===== src/hdl/hbia_pkg.sv =====
// shared types and codes of the hierarchical bitmap index allocator
`timescale 1ns / 1ps
package hbia_pkg;

  typedef enum logic [1:0] {
    KIND_ALLOC = 2'd0,
    KIND_FREE  = 2'd1,
    KIND_QUERY = 2'd2,
    KIND_CLEAR = 2'd3
  } hbia_kind_t;

  typedef enum logic [1:0] {
    LVL_L2   = 2'd0,
    LVL_L3   = 2'd1,
    LVL_LEAF = 2'd2
  } hbia_lvl_t;

  typedef enum logic [3:0] {
    ST_CLR,
    ST_IDLE,
    ST_A_L2,
    ST_A_L3,
    ST_A_LEAF,
    ST_A_WR,
    ST_DIV,
    ST_RD,
    ST_CHK,
    ST_RESP
  } hbia_state_t;

  typedef struct packed {
    logic [1:0]  kind;
    logic [15:0] slot;
  } hbia_in_t;

  typedef struct packed {
    logic [15:0] granted_slot;
    logic        ok;
    logic [16:0] used_count;
  } hbia_out_t;

  typedef struct packed {
    logic load;
    logic clr_step;
    logic alloc_l2;
    logic alloc_l3;
    logic alloc_leaf;
    logic alloc_wr;
    logic div;
    logic rd;
    logic chk;
    logic res_load;
  } hbia_cmd_t;

  typedef struct packed {
    hbia_kind_t in_kind;
    hbia_kind_t kind;
    hbia_lvl_t  lvl;
    logic       root_full;
    logic       l2_full;
    logic       l3_full;
    logic       lvl_full;
    logic       leaf_bit;
    logic       oob;
    logic       clr_last;
  } hbia_sts_t;

endpackage


===== src/hdl/hbia_ctrl.sv =====
// sequencing state machine of the allocator
`timescale 1ns / 1ps
module hbia_ctrl (
  input  logic              clk,
  input  logic              rst_n,
  input  logic              in_valid,
  output logic              in_ready,
  output logic              out_valid,
  input  logic              out_ready,
  output hbia_pkg::hbia_cmd_t cmd,
  input  hbia_pkg::hbia_sts_t sts
);
  import hbia_pkg::*;

  hbia_state_t state_r, state_nxt;
  logic        out_valid_r, out_valid_nxt;
  logic        clr_cmd_r, clr_cmd_nxt;

  always_comb begin
    state_nxt = state_r;
    unique case (state_r)
      ST_CLR: begin
        if (sts.clr_last) state_nxt = clr_cmd_r ? ST_RESP : ST_IDLE;
      end
      ST_IDLE: begin
        if (in_valid) begin
          unique case (sts.in_kind)
            KIND_ALLOC: state_nxt = ST_A_L2;
            KIND_FREE:  state_nxt = ST_DIV;
            KIND_QUERY: state_nxt = ST_DIV;
            KIND_CLEAR: state_nxt = ST_CLR;
            default:    state_nxt = ST_IDLE;
          endcase
        end
      end
      ST_A_L2:   state_nxt = sts.root_full ? ST_RESP : ST_A_L3;
      ST_A_L3:   state_nxt = sts.l2_full ? ST_RESP : ST_A_LEAF;
      ST_A_LEAF: state_nxt = sts.l3_full ? ST_RESP : ST_A_WR;
      ST_A_WR:   state_nxt = ST_RESP;
      ST_DIV:    state_nxt = sts.oob ? ST_RESP : ST_RD;
      ST_RD:     state_nxt = ST_CHK;
      ST_CHK: begin
        priority if (sts.lvl == LVL_LEAF &&
                     (sts.kind == KIND_QUERY || !sts.leaf_bit)) state_nxt = ST_RESP;
        else if (sts.lvl_full && sts.lvl != LVL_L2) state_nxt = ST_DIV;
        else state_nxt = ST_RESP;
      end
      ST_RESP: begin
        if (!out_valid_r || out_ready) state_nxt = ST_IDLE;
      end
      default: state_nxt = ST_IDLE;
    endcase
  end

  always_comb begin
    cmd          = '0;
    in_ready     = 1'b0;
    unique case (state_r)
      ST_CLR:    cmd.clr_step = 1'b1;
      ST_IDLE: begin
        in_ready = 1'b1;
        cmd.load = in_valid;
      end
      ST_A_L2:   cmd.alloc_l2 = 1'b1;
      ST_A_L3:   cmd.alloc_l3 = 1'b1;
      ST_A_LEAF: cmd.alloc_leaf = 1'b1;
      ST_A_WR:   cmd.alloc_wr = 1'b1;
      ST_DIV:    cmd.div = 1'b1;
      ST_RD:     cmd.rd = 1'b1;
      ST_CHK:    cmd.chk = 1'b1;
      ST_RESP:   cmd.res_load = !out_valid_r || out_ready;
      default:   cmd = '0;
    endcase
  end

  always_comb begin
    out_valid_nxt = out_valid_r;
    if (cmd.res_load) out_valid_nxt = 1'b1;
    else if (out_ready) out_valid_nxt = 1'b0;
    clr_cmd_nxt = clr_cmd_r;
    if (cmd.load) clr_cmd_nxt = (sts.in_kind == KIND_CLEAR);
  end

  always_ff @(posedge clk) begin
    if (!rst_n) begin
      state_r     <= ST_CLR;
      out_valid_r <= 1'b0;
      clr_cmd_r   <= 1'b0;
    end else begin
      state_r     <= state_nxt;
      out_valid_r <= out_valid_nxt;
      clr_cmd_r   <= clr_cmd_nxt;
    end
  end

  assign out_valid = out_valid_r;

  a_load_leaves_idle: assert property (@(posedge clk) disable iff (!rst_n)
    cmd.load |=> state_r != ST_IDLE)
    else $error("accepted word left controller idle");
  a_resp_sets_valid: assert property (@(posedge clk) disable iff (!rst_n)
    cmd.res_load |=> out_valid_r)
    else $error("result load did not raise out_valid");

endmodule


===== config.mk =====
export PLATFORM = sky130hd
export DESIGN_NAME = hbia_ctrl
export DESIGN_NICKNAME = d
export VERILOG_FILES = /design/src/hdl/hbia_pkg.sv /design/src/hdl/hbia_ctrl.sv
export SDC_FILE = /design/constraint.sdc
export NUM_CORES = 1
export LEC_CHECK = 0
export ABC_AREA = 1
export BUFFER_PORTS_ARGS = -buffer_cell sky130_fd_sc_hd__buf_2
export CORE_UTILIZATION = 26
export DETAILED_ROUTE_END_ITERATION = 10
export GPL_ROUTABILITY_DRIVEN = 0
export PLACE_DENSITY = 0.52
export SYNTH_ARGS = -nofsm -noshare
export SYNTH_HDL_FRONTEND = slang
export SYNTH_SLANG_ARGS = --single-unit

===== constraint.sdc =====
create_clock -name clk -period 1.05 [get_ports clk]
set_input_delay 0.105 -clock clk [delete_from_list [all_inputs] [get_ports clk]]
set_output_delay 0.105 -clock clk [all_outputs]
set_load 0.01 [all_outputs]

==> results.txt, run 1 <==
The run finished, with violations left. The final reports fail on setup timing. The I/O pin count came out at 29. The number of violations reported at the end of detailed-routing iteration 0 came out at 16.

The post-detailed-route via-to-cell ratio is roughly 4.4. The cell taking the most area after synthesis is dfxtp_1. Among all cell types in the netlist, the one instantiated most often is nand2_1. The kind of cell adding the most delay to the critical path is flip-flops. For the pin with the worst max-slew slack, the measured transition is 0.1900 ns.

The cell count after synthesis came out at between 90 and 100. The vertical extent of the die is 47.12 µm. The flip-flop and latch count after synthesis came out at 6.

The count of cell types in the netlist came out at 17. The post-layout instance area is 0.001012 mm². The number of warnings reported in the yosys synthesis log is 0. Data on the critical path is required at its endpoint by 0.94 ns. The first global-routing pass estimated 2435 µm of wire. The count of buffer and inverter cells on the critical path came out at 2. The data arrival time of the worst path is 1.12 ns.

The startpoint kind of the worst setup timing path is a flop. The total DRC errors in the routed layout came out at 0. The share of layout cells above drive strength 1 came out at 59.86%. The max-capacitance violation count came out at 0. The number of port buffers is 28. The post-CTS clock slew at the launch and capture registers of the worst setup and hold paths came out at 0.04 ns.

For this run, the detailed router's first-pass iteration total came to 4. The commonest cells after synthesis are nand2_1 (25), nor2_1 (20), inv_1 (14), nand3_1 (9), dfxtp_1 (6). The cell count after placement is 160. The worst pin sits at a relative slew slack of 87.20%.

The antenna cell count came out at 0. Global routing used 15.55% of the available tracks across all layers. Walking the worst path, the cells encountered are nand2_2 > buf_4 > nor2_1 > buf_2.

In this run the cell area of the synthesized design comes to 529.3 µm². The post-route clock skew came out at ~0.0037 ns. After floorplanning, the core was sized to cover roughly 0.0018 mm².

The sequential share of the synthesized area came out at 22.70%. The largest individual stage delay along the critical path comes from the cell dfxtp_4. The worst setup margin came out at -0.1752 ns. The worst-case IR drop observed on VDD is 0.0006500 V.

The tightest min-delay check is of the primary input to flop type. The post-synthesis async set-or-reset flop share came out at 0%. For this run, the slowest stage of the critical path takes 0.43 ns. Yosys attributes the largest share of cell area to dfxtp_1 (23%), nand2_1 (18%), nor2_1 (14%). The endpoint class of the critical path is an output port. The detailed-route via count is ~740. The critical path is of the flop to output port type.

After detailed placement, the total cell area comes to 808.3 µm². The cell sitting at the root of the clock tree is a clkbuf_4. The starting utilization of the core area is 29.07%.

The fraction of synthesized cell area taken by the top area cell type came out at 22.70%. The clock insertion delay at the later pin of the skew report is around 0.24 ns. The top achievable clock speed is between 0.8 and 0.9 GHz. In this run the static leakage power is ~0.53 nW. The final antenna-violating net count is 0. The final routed wirelength across all metal layers is about 1600 µm. The count of H-tree levels built during CTS came out at 1. The number of CTS-inserted buffers is 3.

The final period utilization is 116.7%. The hold violation total from the final report came out at 0. The count of clock tree sinks came out at 6. The worst-path maximum fanout came out at 8. After synthesis, the mean cell area works out to roughly 5.4 µm². Summed over all nets, the half-perimeter wirelength after detailed placement is 1295 µm. The count of placed standard cells in the final layout, fillers left out is 167.

The maximum root-to-sink buffer count came out at 2. The number of global-route vias before repair is around 590. The primary flip-flop cell chosen by synthesis mapping is dfxtp_1. The global-route congestion overflow total is 0. When the netlist entered floorplanning its net count stood at 116. The total design power came out at 1.180 mW. The floorplan row count is 15. The average routed wire per standard cell came out at ~9.6 µm. The number of antenna violations at the first check in global routing is 0. The maximum number of pins on one net before global-route repair came out at 9. Setup repair after global routing could not meet its margin everywhere. The width of the die is 47.12 µm. Compared with the post-synthesis result, the final layout area differs by 91.25%. The clock period minus worst slack came out at 1.225 ns. TritonCTS built the clock tree.

The die covers 0.002220 mm². Setup violations remaining at the end of the flow were counted as 16. The number of synthesized flops with an enable pin is 0. At the end of the flow, the number of nets in the layout was roughly 160. The total power divided by cell area is roughly 1200 mW/mm².

The final-report max-slew violation count is 0.
[cell families (layout without fill, tap and decap cells)]
family | count (synthesis) | after routing | share of synthesized area (%)
AOI/OAI and AO/OA | 9 | 9 | 8.746
adders and majority gates | 1 | 1 | 2.364
buffers and inverters | 19 | 63 | 15.60
DFF | 6 | 6 | 22.70
and+or+nand+nor | 63 | 63 | 50.59
[power by group]
part | internal (mW) | total (mW) | switching, mW
Clock | 0.129 | 0.206 | 0.0767
Combinational | 0.314 | 0.658 | 0.344
Sequential | 0.257 | 0.317 | 0.0605
Total | 0.699 | 1.18 | 0.481
[final timing paths]
kind	endpoint	depth (start not counted)	slack [ns]	startpoint
max	cmd[2]	4	-0.18	state_r[0]$_SDFFE_PN0P_
min	state_r[0]$_SDFFE_PN0P_	3	0.09	rst_n
max reg2reg	state_r[3]$_SDFFE_PN0P_	8	-0.15	state_r[0]$_SDFFE_PN0P_
min reg2reg	clr_cmd_r$_SDFFE_PN0P_	2	0.50	clr_cmd_r$_SDFFE_PN0P_
[sequential cells by signal (all words and copies together) (netlist names)]
| signal | cells |
|---|---|
| clr_cmd_r | 1 |
| state_r | 4 |
| out_valid | 1 |
[layer usage]
metal  part of all wire [%]  vias up  GRT usage (%)  wire [µm]
met3                    6.7        2          3.077        107
li1                       -      392              -          -
met1                     44      320          20.83        702
met2                     48       29          25.00        776
met5                      0        -              0          0
met4                    1.0        0          5.143         16
[final cells by class]
type / instances / area [µm²]
fillers: 187 / 808.3
multi-input cells: 73 / 454.2
repair buffers: 43 / 291.5
flip-flops and latches: 6 / 136.4
inverters: 17 / 76.32
well taps: 25 / 31.28
clock buffers: 3 / 22.52
[layout by cell type, fill, tap and decap left out, types with 2 or more instances in the layout]
cell,instances
buf_2,23
nand2_1,19
buf_4,13
nor2_1,11
inv_1,10
nand3_1,8
buf_6,7
nand2_2,6
nor2_4,6
nor2_2,5
nand2_4,4
inv_2,4
dfxtp_4,4
clkbuf_4,3
inv_4,2
o21ai_0,2
a21oi_2,2
a21oi_1,2
[through the flow]
step | hold WS, ns | setup slack (ns) | util (%) | TNS, ns
after floorplan | 0.2205 | -0.05419 | - | -0.1441
after global placement | 0.3388 | -0.1902 | 44.40 | -0.6740
after detailed placement | 0.3445 | -0.1909 | 44.40 | -0.6536
after CTS | 0.08406 | -0.1955 | 51.68 | -2.215
after global routing | 0.09058 | -0.2496 | 55.60 | -3.024
final | 0.08932 | -0.1752 | 55.60 | -1.887
[repair_timing]
item	in CTS	in global routing
hold buffers	0	0
pin swaps	6	9
resized for setup	23	21
endpoints found under the setup margin	16	16
setup buffers	5	0
[tightest hold or removal path: cells and delay by family]
family,cells,cell delay (ns)
compound gates,1,0.03
simple gates,1,0.05
buf+inv,1,0.10
(Power assumes the default switching activity.)
==> inputs of run 2 (changes only) <==
--- a/config.mk
+++ b/config.mk
@@ -5,11 +5,11 @@
 export SDC_FILE = /design/constraint.sdc
 export NUM_CORES = 1
 export LEC_CHECK = 0
-export ABC_AREA = 1
 export BUFFER_PORTS_ARGS = -buffer_cell sky130_fd_sc_hd__buf_2
 export CORE_UTILIZATION = 26
 export DETAILED_ROUTE_END_ITERATION = 10
 export GPL_ROUTABILITY_DRIVEN = 0
+export HOLD_SLACK_MARGIN = 0.06
 export PLACE_DENSITY = 0.52
 export SYNTH_ARGS = -nofsm -noshare
 export SYNTH_HDL_FRONTEND = slang
==> run 2 against run 1 <==
Compared with the run above: the flow still finishes with violations (setup timing); global-route usage rose by 2.9 points; routed wire length rose by 30%; clock skew rose by 0.00075 ns; clock power rose by 9.7%; sequential share of layout area fell by 1.2 points; count of clock-buffer cells in the layout did not move; via count rose by 5.8%; area after synthesis rose by 5.4%; synthesized cell count fell by 20%; register-to-register slack got worse by 0.14 ns; combinational power fell by 26%; final cell count fell by 5.4%; critical endpoint is now cmd[0]; largest power group unchanged.
==> results.txt, run 2 <==
The total DRC errors in the routed layout is 0. The width of the die came out at 48.33 µm. The number of global-route vias before repair is 770.

The mean post-synth cell area is 7.154 µm². The clock insertion delay at the later pin of the skew report is 0.25 ns. Along the worst hold path, the cell count comes to 3. The worst supply voltage drop on vdd is 0.0004533 V. The area of the die came out at 0.002336 mm².

The worst hold path begins at sts[0]. The detailed-route via count came out at 786. The number of synthesized flops with an enable pin came out at 0.

The flip-flop and latch count after synthesis is 6. After synthesis, the cell types taking the most area are dfxtp_1 (22%), a21oi_1 (8.1%), nand2b_1 (5.6%). For this design the ratio of total power to cell area is 893.5 mW/mm². The most frequent standard cell in the layout excluding fill and tap cells is buf_2.

The layout net count is roughly 150. Cells fill a little under three fifths of the core in the end. The leakage power of the design came out at 0.4998 nW. After floorplanning, the core was divided into 16 placement rows.

The antenna cell count is 0. The clock tree root buffer cell is clkbuf_4. The starting utilization of the core area came out at 28.16%. The count of H-tree levels built during CTS came out at 1. The CTS tree is done. The checks that failed: setup timing. The iteration count of the initial detailed-routing pass came out at 4.

The final worst hold slack came out at 0.1386 ns. Setup repair after global routing could not meet its margin everywhere. Headroom to the max-slew limit came out at 80.19%. The final antenna-violating net count is 0. In the layout the commonest cells are buf_2 (24), buf_4 (17), buf_6 (15).

The wire-length estimate of the detail-placed layout is roughly 1400 µm. Setup violations remaining at the end of the flow were counted as 16. Leaving out filler cells and counting taps, the final layout contains 158.

The vertical extent of the die came out at 48.33 µm. The flow ran to the end, but the final reports show violations. The synthesized design spends more area on one cell type than any other, namely dfxtp_1. Global routing finished with a remaining overflow of 0.

The average routed wire per standard cell is 13.22 µm. The internal reg-to-reg setup slack came out at -0.29 ns. The number of cell instances on the worst register-to-register path came out at 5. The worst-path maximum fanout came out at 7. The endpoint of the worst-slack reg-to-reg timing path is state_r[3]$_SDFFE_PN0P_. The number of clock buffers added by TritonCTS is 3. The number of flip-flops in the largest register is 4.

Summing every instance area after synthesis gives 558.0 µm². The count of buffers added on input and output ports is 28. The first-pass GRT wire length came out at 3381 µm. The final-report max-slew violation count came out at 0. Data on the critical path arrives at its endpoint at 1.27 ns. The count of clock tree sinks is 6. The most instantiated library cell after synthesis is a21oi_1. The data required time at the worst endpoint is around 0.94 ns. The number of violations reported at the end of detailed-routing iteration 0 is 18. The maximum number of pins on one net before global-route repair is 10. In the final layout, the share of cells above drive strength 1 is 68.70%.

The clock period minus worst slack is 1.380 ns. After filler insertion, the fill cell instance count of the layout stands at ~180. Max-cap violations in this run came to 0. The endpoint class of the critical path is an output port. At the pin with the least slew margin, the transition time is 0.2965 ns. The top cell type by area accounts for a little over a fifth of the synthesized area. The startpoint kind of the worst setup timing path is a flop. The post-detailed-route via-to-cell ratio is roughly 5.0. The cell count after synthesis is 78. The critical path is of the flop to output port type. The commonest cells after synthesis are a21oi_1 (9), nor2_1 (8), nand2_1 (7), dfxtp_1 (6), nand2b_1 (5). The worst register-to-register path begins at state_r[0]$_SDFFE_PN0P_. The register bank with the most flops is state_r. Summing the sequential cell areas from Yosys gives 21.52% of the chip area. Clock-pin slew was measured on the worst setup and hold paths at 0.05 ns. The top achievable clock speed came out at between 0.7 and 0.8 GHz. The worst slack after detailed placement came out at -0.2996 ns.

The hold violation total from the final report is 0. The post-synthesis async set-or-reset flop share is 0%. Synthesis produced a netlist with a net count of 96. For hold timing, the worst endpoint is state_r[0]$_SDFFE_PN0P_. The aggregate global-route resource usage came out at 18.46%. The count of cell types in the netlist came out at 32. The post-route clock skew is 0.004470 ns. The final period utilization came out at 131.4%. After detailed placement, the design holds a cell count of roughly 150. The number of antenna violations at the first check in global routing is 0. The total design power is 984.9 µW. The synthesis-to-finish area growth is 97.53%. The area of the core is 0.001982 mm². Counting along the longest clock path gives a buffer depth of 2. For this design the top-level I/O count stands at 29.

During synthesis, Yosys emitted a total of 0 warnings. In the synthesized netlist the dominant register cell turns out to be dfxtp_1. The path class of the tightest hold or removal check is primary input to flop. In the post-route analysis, the smallest setup slack over all paths is -0.3298 ns. The final routed wirelength across all metal layers is 2088 µm.
-- run 2: changes by cell type after synthesis, moves of 4 or more --
cell	delta
nor2b_1	+4
inv_1	-12
nand3_1	-8
nor2_1	-12
a21oi_1	+5
nand2b_1	+5
nand2_2	-4
nand2_1	-18
-- run 2: kinds of logic (layout without fill, tap and decap cells) --
family,after synthesis,count (layout),share of synthesized area [%]
and+or+nand+nor,40,40,38.57
muxes,1,1,1.794
adders and majority gates,1,1,2.242
DFF,6,6,21.53
buffers and inverters,9,62,9.865
AOI/OAI and AO/OA,21,21,26.01
-- run 2: worst max-delay path, cell delays in order, from the launching register on --
cell     delay [ns]
dfxtp_4        0.37
nor2_4         0.19
buf_6          0.12
nand3_2        0.08
nor2_1         0.11
buf_2          0.14
-- run 2: layer usage --
metal / up-vias / global-route usage [%] / wire (µm)
li1: 388 / - / -
met1: 364 / 22.07 / 901
met2: 30 / 31.22 / 1039
met4: 0 / 5.882 / 24
met5: - / 0 / 0
met3: 4 / 5.975 / 123
-- run 2: power by group --
group / switching, mW / total, mW / internal, mW
logic: 0.225 / 0.486 / 0.261
clock network: 0.0956 / 0.226 / 0.130
registers: 0.0313 / 0.273 / 0.242
-- run 2: per-stage QoR --
stage / TNS, ns / instance area, µm²
after floorplan: -0.6420 / 568.0
after global placement: -2.273 / 859.6
after detailed placement: -2.249 / 859.6
after CTS: -3.574 / 1035
after global routing: -4.976 / 1102
final: -4.040 / 1102
-- run 2: area by class of cell --
type / count / area, µm² / area share (%)
multi-input combinational: 63 / 483.0 / 43.81
timing repair buffer: 56 / 416.7 / 37.80
sequential: 6 / 135.1 / 12.26
tap: 27 / 33.78 / 3.065
clock buffer: 3 / 22.52 / 2.043
inverter: 3 / 11.26 / 1.022
-- run 2: how the worst max path moves through the flow --
stage / startpoint / depth (start not counted) / slack, ns / end
floorplan: state_r[1]$_SDFFE_PN0P_ / 6 / -0.22 / state_r[3]$_SDFFE_PN0P_
global placement: state_r[0]$_SDFFE_PN0P_ / 5 / -0.32 / state_r[3]$_SDFFE_PN0P_
detailed placement: state_r[0]$_SDFFE_PN0P_ / 5 / -0.30 / state_r[3]$_SDFFE_PN0P_
CTS: state_r[3]$_SDFFE_PN0P_ / 6 / -0.30 / cmd[2]
global route: state_r[1]$_SDFFE_PN0P_ / 5 / -0.42 / cmd[0]
finish: state_r[1]$_SDFFE_PN0P_ / 5 / -0.33 / cmd[0]
-- run 2: timing repair --
action / in CTS / in global routing
hold buffers: 0 / 0
setup endpoints to repair: 16 / 16
setup buffers: 4 / 2
pin swaps: 9 / 7
gates resized for setup: 35 / 13
==> inputs of run 3 (changes only) <==
--- a/config.mk
+++ b/config.mk
@@ -6,11 +6,13 @@
 export NUM_CORES = 1
 export LEC_CHECK = 0
 export BUFFER_PORTS_ARGS = -buffer_cell sky130_fd_sc_hd__buf_2
-export CORE_UTILIZATION = 26
+export CELL_PAD_IN_SITES_DETAIL_PLACEMENT = 0
+export CELL_PAD_IN_SITES_GLOBAL_PLACEMENT = 2
+export CORE_UTILIZATION = 19
 export DETAILED_ROUTE_END_ITERATION = 10
 export GPL_ROUTABILITY_DRIVEN = 0
 export HOLD_SLACK_MARGIN = 0.06
-export PLACE_DENSITY = 0.52
+export PLACE_DENSITY = 0.7
 export SYNTH_ARGS = -nofsm -noshare
 export SYNTH_HDL_FRONTEND = slang
 export SYNTH_SLANG_ARGS = --single-unit
==> run 3 against run 2 <==
Compared with the run above: the run still ends with setup timing left; clock skew shrank 0.0019 ns; combinational power increased by 4%; via count rose by 0.38%; power rose by 1.2%; sequential power hardly changed; first-iteration DRC count is 22% lower; clock power barely moved; core utilization is 14 points lower.
==> results.txt, run 3 (synthesis gave the netlist of run 2 again) <==
In the final layout, the share of cells above drive strength 1 is between 60% and 70%. The die is 56.20 µm wide. Buffers placed on the I/O ports in this run total 28. The antenna cell count is 0.

The switching power share of the total came out at around a third. The hold violation total from the final report is 0. For this configuration, the core starts out at a cell density of 20.24%. The I/O pin count came out at 29.

The worst setup path is of the flop to output port kind. The post-detailed-route via-to-cell ratio is 4.753. On the critical path the largest part of the delay comes from buffers and inverters. The signal on the critical path passes through buf_6 > inv_2 > buf_4 > buf_6 > nor2_2 > buf_2. The transition time at the pin with the least slew margin came out at between 0.3 and 0.4 ns.

The slowest cell on the critical path is dfxtp_4. The aggregate global-route resource usage is between 10% and 20%. The share of total power dissipated in combinational logic is 50.6%.

The number of global-route vias before repair is 824. The analysis attributes to net switching a power of 339.3 µW. The portion of total power attributed to sequential cells is about 27%. Setup repair after global routing could not meet its margin everywhere. Setup slack on the critical path of the routed design comes to -0.2952 ns. state_r holds more flip-flops than any other register. At the worst endpoint, the arrival time is 1.24 ns. The final routed wirelength across all metal layers came out at 2121 µm. The number of flip-flops in the largest register came out at 4.

The average routed wire per standard cell came out at between 10 and 15 µm. The cell internal power dissipation is 657.7 µW. The library cell used most frequently in the layout, excluding fill and tap cells, is buf_2. The detailed-route via count is between 700 and 800. The global-route congestion overflow total came out at 0. The aggregate negative setup slack came out at -3.661 ns. The iteration count of the initial detailed-routing pass came out at 4. Compared with the post-synthesis result, the final layout area differs by 106.3%. The run finished, with violations left. The worst-path maximum fanout is 5. Setup violations remaining at the end of the flow were counted as 16. Between clock sinks in the finished design, the worst skew comes to between 0.002 and 0.003 ns. The part of the power in the clock network is about 22%. In this run the deepest clock path goes through 2 buffers. Counting stages on the worst path, the most repeated cell is buf_6. After routing the design area is 0.001151 mm². The area of the die came out at between 0.003 and 0.004 mm². The first routing iteration left 14 violations. Together, buffers and inverters on the worst path number 5.

The area of the core is 0.002758 mm². The post-placement cell area came out at 879.6 µm². The max-capacitance violation count came out at 0. After layout, the minimum clock period comes to between 1 and 1.5 ns. The post-CTS clock slew at the launch and capture registers of the worst setup and hold paths is approximately 0.05 ns. The layout net count is 155. The biggest cell delay along the critical path came out at 0.38 ns.

The clock insertion delay at the later pin of the skew report came out at 0.25 ns. The number of buffers inserted for hold repair after clock tree synthesis is 0. In this run, CTS created clock tree buffers numbering 3. The vertical extent of the die came out at 56.20 µm. The worst supply voltage drop on vdd is about 0.00053 V.

The endpoint class of the critical path is an output port. The tightest min-delay check is of the primary input to flop type. The leakage power of the design is ~0.52 nW.

The max-slew headroom at the worst pin is 79.61%. CTS placed an instance of clkbuf_4 at the clock tree root. TritonCTS built the clock tree. The first-pass GRT wire length came out at 3498 µm.

The checks that failed: setup timing. The number of antenna violations at the first check in global routing came out at 0. The library cells used most frequently in the layout, excluding fill and tap cells, are buf_2 (26), buf_4 (20), buf_6 (12).

The final period utilization came out at 128.1%. For this run, design rule violations remaining after detail routing come to 0. The worst setup path is launched from a flop. For this run, the top clock speed supported by timing is between 0.7 and 0.8 GHz. In this run the core area contains 19 standard-cell rows. The data required time at the worst endpoint came out at 0.94 ns. The HPWL reported at the end of detailed placement is 1524 µm. The count of clock tree sinks came out at 6.

In this run the number of H-tree levels came out at 1. The final antenna-violating net count is 0. Dividing total power by cell area gives a power density of 866.1 mW/mm². Entering global routing, the biggest net connects 8 pins.

The final-report max-slew violation count came to 0. After layout, the design draws a total of 997.0 µW.
-- run 3: worst paths after layout --
| kind | from | end | cells after the start | slack (ns) |
|---|---|---|---|---|
| hold / removal | rst_n | out_valid$_SDFFE_PN0P_ | 2 | 0.14 |
| setup / recovery | state_r[2]$_SDFFE_PN0P_ | cmd[2] | 6 | -0.30 |
| hold reg to reg | clr_cmd_r$_SDFFE_PN0P_ | clr_cmd_r$_SDFFE_PN0P_ | 2 | 0.54 |
| setup reg to reg | state_r[3]$_SDFFE_PN0P_ | state_r[3]$_SDFFE_PN0P_ | 5 | -0.28 |
-- run 3: repair_timing --
item                                    CTS  global route
hold endpoints to repair                  0             0
buffers inserted                          7             0
endpoints found under the setup margin   17            16
gates cloned                              1             0
pin swaps                                 8             7
gates resized for setup                  29            13
-- run 3: per-stage QoR --
stage	hold slack (ns)	worst slack [ns]	utilization, %	cells
after detailed placement	0.3905	-0.2615	31.90	155
after global placement	0.3823	-0.2856	31.90	155
after floorplan	0.2332	-0.2186	-	78
after CTS	0.1372	-0.2829	39.70	166
after global routing	0.1559	-0.3586	41.74	166
final	0.1385	-0.2952	41.74	166
-- run 3: worst register-to-register path, stage by stage (launching register included) --
cell and delay, ns:
dfxtp_4 0.40, or3b_1 0.37, a21oi_1 0.12, o21ai_1 0.10, o311a_1 0.13, o22ai_2 0.13
-- run 3: per-layer routing --
metal	global-route usage (%)	part of all wire [%]
met1	16.01	41
met2	25.85	52
met5	0	0
met4	3.833	3.3
met3	2.326	3.9
-- run 3: power groups by stage --
stage	sequential [mW]	combinational, mW	clock (mW)
after floorplan	0.257	0.200	0
after global placement	0.268	0.361	0
after detailed placement	0.269	0.355	0
after CTS	0.269	0.469	0.224
after global routing	0.274	0.547	0.240
final	0.270	0.504	0.223
-- run 3: layout make-up --
class,instances,area [µm²]
Fill cell,277,1607
Multi-Input combinational cell,63,480.5
Timing Repair Buffer,60,462.9
Sequential cell,6,135.1
Tap cell,31,38.79
Clock buffer,3,22.52
Inverter,3,11.26
